$ cat src/rtl/group_reverse_buffer_macros.svh
// ----------------------------------------------------------------------------
// Group reverse buffer assertion macros
// Shared concurrent assertion forms, clocked on clk with rst as disable.
// ----------------------------------------------------------------------------
`ifndef GROUP_REVERSE_BUFFER_MACROS_SVH
`define GROUP_REVERSE_BUFFER_MACROS_SVH

// Condition must never hold outside reset.
`define GRB_ASSERT_NEVER(label, cond, msg) \
  label: assert property (@(posedge clk) disable iff (rst) !(cond)) else $error(msg);

// Antecedent on one edge implies consequent on the same edge.
`define GRB_ASSERT_IMPLY(label, ante, cons, msg) \
  label: assert property (@(posedge clk) disable iff (rst) (ante) |-> (cons)) else $error(msg);

`endif

$ cat src/rtl/grb_pkg.sv
// ----------------------------------------------------------------------------
// Group reverse buffer package
// Widths, bank layout and the structs passed between front, queue and back.
// ----------------------------------------------------------------------------
package grb_pkg;

  localparam int MAX_GROUP = 64;
  localparam int DATA_W    = 32;
  localparam int IDX_W     = $clog2(MAX_GROUP);
  localparam int CNT_W     = IDX_W + 1;
  localparam int ADDR_W    = IDX_W + 1;   // one bank bit on top
  localparam int DEPTH     = 2 * MAX_GROUP;

  // closed group handed from front to back
  typedef struct packed {
    logic             bank;
    logic [CNT_W-1:0] count;
    logic             seq_last;
  } grb_desc_t;

  // buffer write request from the front
  typedef struct packed {
    logic              en;
    logic [ADDR_W-1:0] addr;
    logic [DATA_W-1:0] data;
  } grb_wr_t;

  // bank handed back once its last read is issued
  typedef struct packed {
    logic en;
    logic bank;
  } grb_rel_t;

endpackage

$ cat src/rtl/grb_front.sv
// ----------------------------------------------------------------------------
// Group reverse buffer front end
// Accepts values, fills the current bank and closes a group on size or end.
// ----------------------------------------------------------------------------
module grb_front (
  input  logic                         clk,
  input  logic                         rst,
  input  logic [grb_pkg::CNT_W-1:0]    group_size,
  input  logic                         in_valid,
  output logic                         in_ready,
  input  logic [grb_pkg::DATA_W-1:0]   in_data,
  input  logic                         in_end,
  output grb_pkg::grb_wr_t             wr,
  output logic                         push,
  output grb_pkg::grb_desc_t           push_desc,
  input  logic                         q_full,
  input  grb_pkg::grb_rel_t            rel
);
  import grb_pkg::*;

  logic [CNT_W-1:0] fill, fill_next;
  logic             wr_bank, wr_bank_next;
  logic [1:0]       busy, busy_next;
  logic [CNT_W-1:0] limit;
  logic [CNT_W-1:0] n;
  logic             accept;
  logic             close;

  // effective group size: zero acts as one, saturate at MAX_GROUP
  always_comb begin
    if (group_size == '0) begin
      limit = CNT_W'(1);
    end else if (group_size > CNT_W'(MAX_GROUP)) begin
      limit = CNT_W'(MAX_GROUP);
    end else begin
      limit = group_size;
    end
  end

  assign in_ready = !busy[wr_bank] && !q_full;
  assign accept   = in_valid && in_ready;
  assign n        = fill + CNT_W'(1);
  assign close    = in_end || (n >= limit);

  // buffer write at the current fill position
  assign wr.en   = accept;
  assign wr.addr = {wr_bank, fill[IDX_W-1:0]};
  assign wr.data = in_data;

  // group descriptor
  assign push               = accept && close;
  assign push_desc.bank     = wr_bank;
  assign push_desc.count    = n;
  assign push_desc.seq_last = in_end;

  // fill count and bank ownership
  always_comb begin
    fill_next    = fill;
    wr_bank_next = wr_bank;
    for (int b = 0; b < 2; b++) begin
      busy_next[b] = (busy[b] && !(rel.en && (rel.bank == 1'(b))))
                     || (push && (wr_bank == 1'(b)));
    end
    if (accept) begin
      if (close) begin
        fill_next    = '0;
        wr_bank_next = !wr_bank;
      end else begin
        fill_next = n;
      end
    end
  end

  always_ff @(posedge clk) begin
    if (rst) begin
      fill    <= '0;
      wr_bank <= 1'b0;
      busy    <= '0;
    end else begin
      fill    <= fill_next;
      wr_bank <= wr_bank_next;
      busy    <= busy_next;
    end
  end

endmodule

$ cat src/rtl/grb_queue.sv
// ----------------------------------------------------------------------------
// Group reverse buffer descriptor queue
// Two-entry queue of closed groups between the front and the back.
// ----------------------------------------------------------------------------
`include "group_reverse_buffer_macros.svh"

module grb_queue (
  input  logic               clk,
  input  logic               rst,
  input  logic               push,
  input  grb_pkg::grb_desc_t push_desc,
  output logic               full,
  input  logic               pop,
  output grb_pkg::grb_desc_t pop_desc,
  output logic               valid
);
  import grb_pkg::*;

  grb_desc_t  entry [2];
  logic       wptr, rptr;
  logic [1:0] count;

  assign full     = (count == 2'd2);
  assign valid    = (count != 2'd0);
  assign pop_desc = entry[rptr];

  // entry storage
  always_ff @(posedge clk) begin
    if (push) begin
      entry[wptr] <= push_desc;
    end
  end

  // pointers and occupancy
  always_ff @(posedge clk) begin
    if (rst) begin
      wptr  <= 1'b0;
      rptr  <= 1'b0;
      count <= '0;
    end else begin
      if (push) begin
        wptr <= !wptr;
      end
      if (pop) begin
        rptr <= !rptr;
      end
      count <= count + 2'(push) - 2'(pop);
    end
  end

  `GRB_ASSERT_NEVER(a_q_no_overflow, push && full, "descriptor pushed into full queue")
  `GRB_ASSERT_NEVER(a_q_no_underflow, pop && !valid, "descriptor popped from empty queue")

endmodule

$ cat src/rtl/grb_back.sv
// ----------------------------------------------------------------------------
// Group reverse buffer back end
// Holds the two-bank buffer and drains each closed group in reverse order.
// ----------------------------------------------------------------------------
`include "group_reverse_buffer_macros.svh"

module grb_back (
  input  logic                         clk,
  input  logic                         rst,
  input  grb_pkg::grb_wr_t             wr,
  input  logic                         desc_valid,
  input  grb_pkg::grb_desc_t           desc,
  output logic                         desc_pop,
  output grb_pkg::grb_rel_t            rel,
  output logic                         out_valid,
  input  logic                         out_ready,
  output logic [grb_pkg::DATA_W-1:0]   out_data,
  output logic                         out_group_last,
  output logic                         out_seq_last
);
  import grb_pkg::*;

  logic [DATA_W-1:0] mem [DEPTH];

  // drain control
  logic             active;
  logic             cur_bank;
  logic [IDX_W-1:0] idx;
  logic             cur_last;

  // read stage
  logic              rd_valid;
  logic [DATA_W-1:0] rd_data;
  logic              rd_gl;
  logic              rd_sl;

  // two-entry output buffer
  logic [DATA_W-1:0] f_data [2];
  logic              f_gl   [2];
  logic              f_sl   [2];
  logic              f_wptr, f_rptr;
  logic [1:0]        f_count;

  logic       pop_out;
  logic [1:0] occ_after;
  logic       issue;
  logic       last_issue;

  // issue a read only when the output buffer has room for it
  assign pop_out    = out_valid && out_ready;
  assign occ_after  = f_count + 2'(rd_valid) - 2'(pop_out);
  assign issue      = active && (occ_after < 2'd2);
  assign last_issue = issue && (idx == '0);
  assign desc_pop   = desc_valid && (!active || last_issue);

  assign rel.en   = last_issue;
  assign rel.bank = cur_bank;

  // buffer write port
  always_ff @(posedge clk) begin
    if (wr.en) begin
      mem[wr.addr] <= wr.data;
    end
  end

  // buffer read port, registered
  always_ff @(posedge clk) begin
    if (issue) begin
      rd_data <= mem[{cur_bank, idx}];
      rd_gl   <= (idx == '0);
      rd_sl   <= (idx == '0) && cur_last;
    end
  end

  // drain sequencer
  always_ff @(posedge clk) begin
    if (rst) begin
      active   <= 1'b0;
      rd_valid <= 1'b0;
    end else begin
      rd_valid <= issue;
      if (desc_pop) begin
        active <= 1'b1;
      end else if (last_issue) begin
        active <= 1'b0;
      end
    end
  end

  always_ff @(posedge clk) begin
    if (desc_pop) begin
      cur_bank <= desc.bank;
      idx      <= IDX_W'(desc.count - CNT_W'(1));
      cur_last <= desc.seq_last;
    end else if (issue) begin
      idx <= idx - IDX_W'(1);
    end
  end

  // output buffer storage
  always_ff @(posedge clk) begin
    if (rd_valid) begin
      f_data[f_wptr] <= rd_data;
      f_gl[f_wptr]   <= rd_gl;
      f_sl[f_wptr]   <= rd_sl;
    end
  end

  always_ff @(posedge clk) begin
    if (rst) begin
      f_wptr  <= 1'b0;
      f_rptr  <= 1'b0;
      f_count <= '0;
    end else begin
      if (rd_valid) begin
        f_wptr <= !f_wptr;
      end
      if (pop_out) begin
        f_rptr <= !f_rptr;
      end
      f_count <= f_count + 2'(rd_valid) - 2'(pop_out);
    end
  end

  assign out_valid      = (f_count != 2'd0);
  assign out_data       = f_data[f_rptr];
  assign out_group_last = f_gl[f_rptr];
  assign out_seq_last   = f_sl[f_rptr];

  `GRB_ASSERT_NEVER(a_out_no_overflow, (f_count == 2'd2) && rd_valid && !pop_out, "output buffer overflow")
  `GRB_ASSERT_IMPLY(a_rel_while_active, rel.en, active, "bank released with no group draining")

endmodule

$ cat src/rtl/group_reverse_buffer.sv
// ----------------------------------------------------------------------------
// Group reverse buffer
// Reverses a value stream in groups of group_size; a sequence end closes
// the last, possibly short, group.
// ----------------------------------------------------------------------------
//  channel  | handshake            | payload
//  ---------+----------------------+----------------------------------------
//  input    | in_valid / in_ready  | value, seq_end
//  output   | out_valid / out_ready| out_value, group_last, seq_last
//  config   | cfg_wen              | cfg_wdata (group_size)
//
//  Input takes one value per cycle while the bank being filled is free; two
//  banks of 64 entries let one group fill while the previous one drains.
//  A group of n values drains at one result per cycle while out_ready is
//  held high, paced by the single buffer read port.
//  Input stalls only when both banks hold groups not yet fully read.
//  Synchronous reset, no clearing pass; group_size resets to 1.
// ----------------------------------------------------------------------------
module group_reverse_buffer (
  input  logic                clk,
  input  logic                rst,
  input  logic                cfg_wen,
  input  logic [6:0]          cfg_wdata,
  input  logic                in_valid,
  output logic                in_ready,
  input  logic signed [31:0]  value,
  input  logic                seq_end,
  output logic                out_valid,
  input  logic                out_ready,
  output logic signed [31:0]  out_value,
  output logic                group_last,
  output logic                seq_last
);
  import grb_pkg::*;

  logic [CNT_W-1:0]  group_size;
  grb_wr_t           wr;
  logic              push;
  grb_desc_t         push_desc;
  logic              q_full;
  logic              q_valid;
  logic              q_pop;
  grb_desc_t         q_desc;
  grb_rel_t          rel;
  logic [DATA_W-1:0] out_data;

  // group size register
  always_ff @(posedge clk) begin
    if (rst) begin
      group_size <= CNT_W'(1);
    end else if (cfg_wen) begin
      group_size <= cfg_wdata;
    end
  end

  grb_front u_front (
    .clk        (clk),
    .rst        (rst),
    .group_size (group_size),
    .in_valid   (in_valid),
    .in_ready   (in_ready),
    .in_data    (value),
    .in_end     (seq_end),
    .wr         (wr),
    .push       (push),
    .push_desc  (push_desc),
    .q_full     (q_full),
    .rel        (rel)
  );

  grb_queue u_queue (
    .clk       (clk),
    .rst       (rst),
    .push      (push),
    .push_desc (push_desc),
    .full      (q_full),
    .pop       (q_pop),
    .pop_desc  (q_desc),
    .valid     (q_valid)
  );

  grb_back u_back (
    .clk            (clk),
    .rst            (rst),
    .wr             (wr),
    .desc_valid     (q_valid),
    .desc           (q_desc),
    .desc_pop       (q_pop),
    .rel            (rel),
    .out_valid      (out_valid),
    .out_ready      (out_ready),
    .out_data       (out_data),
    .out_group_last (group_last),
    .out_seq_last   (seq_last)
  );

  assign out_value = $signed(out_data);

endmodule

$ cat config.mk
export PLATFORM = sky130hd
export DESIGN_NAME = group_reverse_buffer
export DESIGN_NICKNAME = d
export VERILOG_FILES = /design/src/rtl/grb_pkg.sv /design/src/rtl/grb_front.sv /design/src/rtl/grb_queue.sv /design/src/rtl/grb_back.sv /design/src/rtl/group_reverse_buffer.sv
export VERILOG_INCLUDE_DIRS = /design/src /design/src/rtl
export SDC_FILE = /design/constraint.sdc
export NUM_CORES = 2
export LEC_CHECK = 0
export BUFFER_PORTS_ARGS = -buffer_cell sky130_fd_sc_hd__buf_2
export CAP_MARGIN = 10
export CORE_MARGIN = 4
export CORE_UTILIZATION = 30
export DETAILED_ROUTE_END_ITERATION = 16
export SYNTH_ARGS = -nofsm -noshare
export SYNTH_HDL_FRONTEND = slang
export SYNTH_HIERARCHICAL = 1
export SYNTH_MEMORY_MAX_BITS = 65536
export SYNTH_SLANG_ARGS = --single-unit
$ cat constraint.sdc
create_clock -name clk -period 10.9 [get_ports clk]
set_input_delay 0.545 -clock clk [delete_from_list [all_inputs] [get_ports clk]]
set_output_delay 0.545 -clock clk [all_outputs]
set_load 0.01 [all_outputs]
Word-level counts from Yosys, hierarchy flattened:

Memory sizes are Yosys's and may differ from the RTL's. A register that Yosys moved wholly into a read port is not among the register bits.
Index checks and enable logic that the tools add are counted.

* memories kept: 5
* memory bits (writable): 4182
* register bits: 37
* logic and storage cells: 94
* input port bits: 45
* output and inout port bits: 36

Memories
* u_back.mem: depth 128, width 32, read ports 1, clocked after Yosys merged registers in 1, write ports 1, RTL line grb_back.sv:23 `logic [DATA_W-1:0] mem [DEPTH];`
* u_back.f_data: depth 2, width 32, read ports 1, clocked after Yosys merged registers in 1, write ports 1, RTL line grb_back.sv:38 `logic [DATA_W-1:0] f_data [2];`
* u_queue.entry: depth 2, width 9, read ports 1, clocked after Yosys merged registers in 1, write ports 1, RTL line grb_queue.sv:19 `grb_desc_t entry [2];`
* u_back.f_gl: depth 2, width 1, read ports 1, clocked after Yosys merged registers in 1, write ports 1, RTL line grb_back.sv:39 `logic f_gl [2];`
* u_back.f_sl: depth 2, width 1, read ports 1, clocked after Yosys merged registers in 1, write ports 1, RTL line grb_back.sv:40 `logic f_sl [2];`

* $lt $le $gt $ge: 4
* add/sub/neg operators: 7
* reductions and logical operators: 35
* bitwise gates (word level): 2
* multiplexer cells: 23
* eq/ne operators: 1

Operators with widths (count)
* $mux 7: 3
* $mux 1: 18
* $logic_and 1x1->1: 14
* $mux 6: 2
* $sub 6x1->6 const B: 2
* $logic_not 1->1: 10
* $reduce_bool 2->1: 4
* $add 7x1->7 const B: 1
* $ge 7x7->1: 1
* $gt 7x7->1 const B: 1
* $logic_not 7->1: 1
* $logic_not 6->1: 1
* $add 2x1->2: 2
* $logic_or 1x1->1: 4
* $sub 2x1->2: 2
* $eq 2x2->1 const B: 1
* $lt 1x2->1 const B: 1
* $lt 2x2->1 const B: 1
* $not 1->1: 2
* $reduce_and 2->1: 1

Logic depth before layout (Yosys ltp):

* depth in word-level cells: 10
* mapped depth: 16
* mapped depth without buffers: 15

Modules after synthesis:

The synthesis kept the hierarchy.

Modules (own cells, without submodules)
* grb_back: seq. area each 126441.3 um2, times used 1, area each 160347.5 um2, cells each 6779
* grb_front: seq. area each 200.2 um2, times used 1, area each 1048.5 um2, cells each 124
* grb_queue: seq. area each 640.6 um2, times used 1, area each 865.8 um2, cells each 49
* group_reverse_buffer: seq. area each 140.1 um2, times used 1, area each 251.5 um2, cells each 22

Worst setup path before layout:

Ideal clock, no wire load.

* path kind: register to register
* start: register u_front.wr_bank
* end: memory u_back.mem[72][0] (enable)
* setup time: 461 ps
* cell stages (with the launch flop): 8
* arrival time: 3740 ps
* period minus slack after synthesis: 4201 ps
* path slack: 6699 ps
* data required time: 10439 ps
* buffers on the path: 1
* cells stage by stage: dfxtp_1 -> mux2i_1 -> nand3_4 -> inv_2 -> buf_4 -> nand3_1 -> or3_1 -> nor3_1

* longest elaborated chain between the ends: 7

RTL lines
* start: declaration: RTL line grb_front.sv:22 `logic wr_bank, wr_bank_next;`
* start signal: assignment: RTL line grb_front.sv:81 `wr_bank <= wr_bank_next;`
* $mux 1 (implied by the code) (2 in series): RTL line grb_front.sv:40 `assign in_ready = !busy[wr_bank] && !q_full;`
* $logic_not 1->1: RTL line grb_front.sv:40
* $logic_and 1x1->1: RTL line grb_front.sv:40
* $logic_and 1x1->1: RTL line grb_front.sv:41 `assign accept = in_valid && in_ready;`
* net u_front.accept: RTL line grb_front.sv:26 `logic accept;`
* $mux 1: RTL line grb_back.sv:61 `if (wr.en) begin`
* $mux 1 (implied by the code): RTL line grb_back.sv:62 `mem[wr.addr] <= wr.data;`
* end: declaration: RTL line grb_back.sv:23

The timed path passes the listed nets, and every way through them passes these cells. The select of a mux whose other input is x is not followed.

==> impl_metrics.csv <==
group,metric,value,unit
power_and_ir_drop,power_density,242.9,nW/um2
worst_setup_path,r2r_setup_slack,5460,ps
worst_setup_path,start_kind,"flip-flop",
timing,finClkSkew,71.48,ps
detailed_routing,drc,0,
yosys,ys_warn_count,6,
clock_tree,clock_latency,1000,ps
floorplan,placementRows,270,
final_layout,nets,7430,
clock_tree,cts_tree,"yes",
floorplan,core_area,540200,um2
final_layout,drive_above_1_share,0.2881,
clock_tree,post_cts_buffers,0,
placement,numPlacedInstances,14110,
detailed_routing,wire_per_inst,31.10,um
detailed_routing,ant_nets,0,
worst_setup_path,critical_path_required,11570,ps
final_layout,final.fill_count,49270,
final_layout,ff_latch_area,127400,um2
worst_hold_path,hp-class,"input pin to flip-flop",
placement,io_buffers,80,
clock_tree,path_clk_slew,60,ps
outcome,status,"complete, no violations",
final_layout,instances_no_fill,14940,
worst_setup_path,path_max_fanout,89,
worst_setup_path,r2r-start,"u_back/idx[0]$_DFFE_PP_",
detailed_routing,finalWirelength,464.5,mm
worst_setup_path,worstReg2RegEnd,"u_back/rd_data[31]$_DFFE_PP_",
worst_setup_path,critPathSlowestCell,"buf_12",
timing,relSlewSlack,0.01940,
clock_tree,cts.sinks,4251,
clock_tree,cts_made_buffers,431,
worst_setup_path,crit_top_cell,"buf_12",
detailed_routing,first_pass_iters,6,
final_layout,synthToLayoutAreaGrowth,14.99,%
placement,dp_hpwl,255.2,mm
worst_setup_path,cpPeakStageDelay,650,ps
final_layout,final_common_cell,"edfxtp_1",
worst_hold_path,hp-start,"value[21]",
worst_setup_path,ff2ff_path_depth,9,
power_and_ir_drop,p_leak,56.83,nW
floorplan,die_h,743.9,um
worst_setup_path,cp.depth,9,
timing,timing.final.crit_share,0.4989,
power_and_ir_drop,ir_drop,0.2375,mV
detailed_routing,via_per_inst,5.300,
final_layout,multiInputGateArea,33720,um2
placement,gp_congestion,0.8020,
grt,grt_max_degree,140,
floorplan,io-pin-count,81,
yosys,synth.avg_cell_area,23.30,um2
timing,clock.fmax,183.9,MHz
timing,hold_viol,0,
grt,antenna_found_initial,50,
power_and_ir_drop,total_power,0.04537,W
yosys,syn_area,162400,um2
grt,gr-usage-all-layers,0.1636,
timing,worstMarginPinSlew,1471,ps
yosys,synth_nets,7029,
timing,finalSetupTns,0,ps
worst_hold_path,holdPathStages,1,
timing,rsz0062_at_grt,"false",
worst_setup_path,endpoint_kind,"flip-flop",
timing,fin_hold_ws,84.67,ps
grt,grt_pass1_wl,639.4,mm
worst_setup_path,crit_buf_inv,3,
worst_setup_path,path_class,"flip-flop to flip-flop",
floorplan,chipWidth,743.9,um
timing,setup_violations,0,
clock_tree,cts_root_buffer,"clkbuf_16",
clock_tree,htree_num_levels,5,
detailed_routing,drt_iter0_markers,11000,
worst_setup_path,crit_arrival,6110,ps
timing,fin_crit,5438,ps
grt,grt_overflow,0,
final_layout,final_cell_mix,"edfxtp_1 (4222), mux4_2 (1069), clkbuf_16 (438)",
worst_setup_path,crit_chain,"buf_12, buf_12, buf_12, mux4_2, mux4_2, mux2i_1, nand2_1, a21oi_1, nand2_1",
floorplan,initial_core_util,0.3007,
grt,grt_pass1_vias,78190,
clock_tree,cts_buffer_depth,4,
yosys,synth_cells,6971,
final_layout,final_core_util,0.3458,
floorplan,die-area,553300,um2
worst_setup_path,critPathTopFamily,"buffers and inverters",
timing,slew_viol_final,0,
worst_hold_path,min_to,"u_back/mem[119][21]$_DFFE_PP_",
detailed_routing,via_count,79170,
job,max_cap_viol_count,0,
-- metrics by stage --
step                      worst slack [ps]  area, um2
final                                 5462     186800
after global routing                  5384     186800
after CTS                             5676     186700
after detailed placement              5679     172900
after global placement                5636     172900
after floorplan                       6699     162400
-- power by group --
part,total [W],internal [W],switching (W)
Clock,0.0142,0.00804,0.00612
Sequential,0.0185,0.0183,0.000203
Combinational,0.0127,0.00517,0.00753
Total,0.0454,0.0315,0.0139
-- worst max path at each step --
stage	startpoint	end
after global placement	u_back/idx[0]$_DFFE_PP_	u_back/rd_data[31]$_DFFE_PP_
final	u_back/idx[0]$_DFFE_PP_	u_back/rd_data[31]$_DFFE_PP_
after CTS	u_back/idx[0]$_DFFE_PP_	u_back/rd_data[31]$_DFFE_PP_
after detailed placement	u_back/idx[0]$_DFFE_PP_	u_back/rd_data[31]$_DFFE_PP_
after floorplan	u_front/wr_bank$_SDFFE_PP0N_	u_back/mem[72][0]$_DFFE_PP_
after global routing	u_back/idx[0]$_DFFE_PP_	u_back/rd_data[31]$_DFFE_PP_
-- layout make-up --
cell class / count / share of cell area
antenna: 17 / 0.0002277
clock buffer: 538 / 0.06069
clock inverter: 235 / 0.01154
inverter: 22 / 0.0005024
multi-input combinational: 2282 / 0.1805
sequential: 4251 / 0.6818
tap: 7208 / 0.04828
timing repair buffer: 384 / 0.01640
-- repair_timing --
action	4_1_cts	5_1_grt
hold buffers	32	0
endpoints found under the hold margin	260	0
gates resized for setup	0	0
-- registers in the layout, summed over array words and instances (netlist names), 2 cells and up, named ones only --
| name | cells |
|---|---|
| u_queue/count | 2 |
| u_back/f_gl | 2 |
| u_back/rd_data | 32 |
| u_back/f_sl | 2 |
| u_back/idx | 6 |
| u_queue/entry | 16 |
| group_size | 7 |
| u_back/mem | 4096 |
| u_back/f_count | 2 |
| u_back/f_data | 64 |
| u_front/busy | 2 |
| u_front/fill | 7 |
-- metal layers --
metal | routed length [um] | track usage | vias to the layer above
met4 | 17860 | 0.05636 | 46
met2 | 216800 | 0.2583 | 4563
met1 | 179500 | 0.2212 | 43060
met5 | 282 | 0 | -
met3 | 50060 | 0.04023 | 824
li1 | - | - | 30680
-- worst register-to-register path, delay by kind of cell (launching register included) --
family                 cells  cell delay [ps]
AO/OA/AOI/OAI              1              570
buffers and inverters      3             2050
flip-flops                 1              370
multiplexers               3             1750
AND/OR/NAND/NOR            2              410
Power figures use the tool's default switching activity.
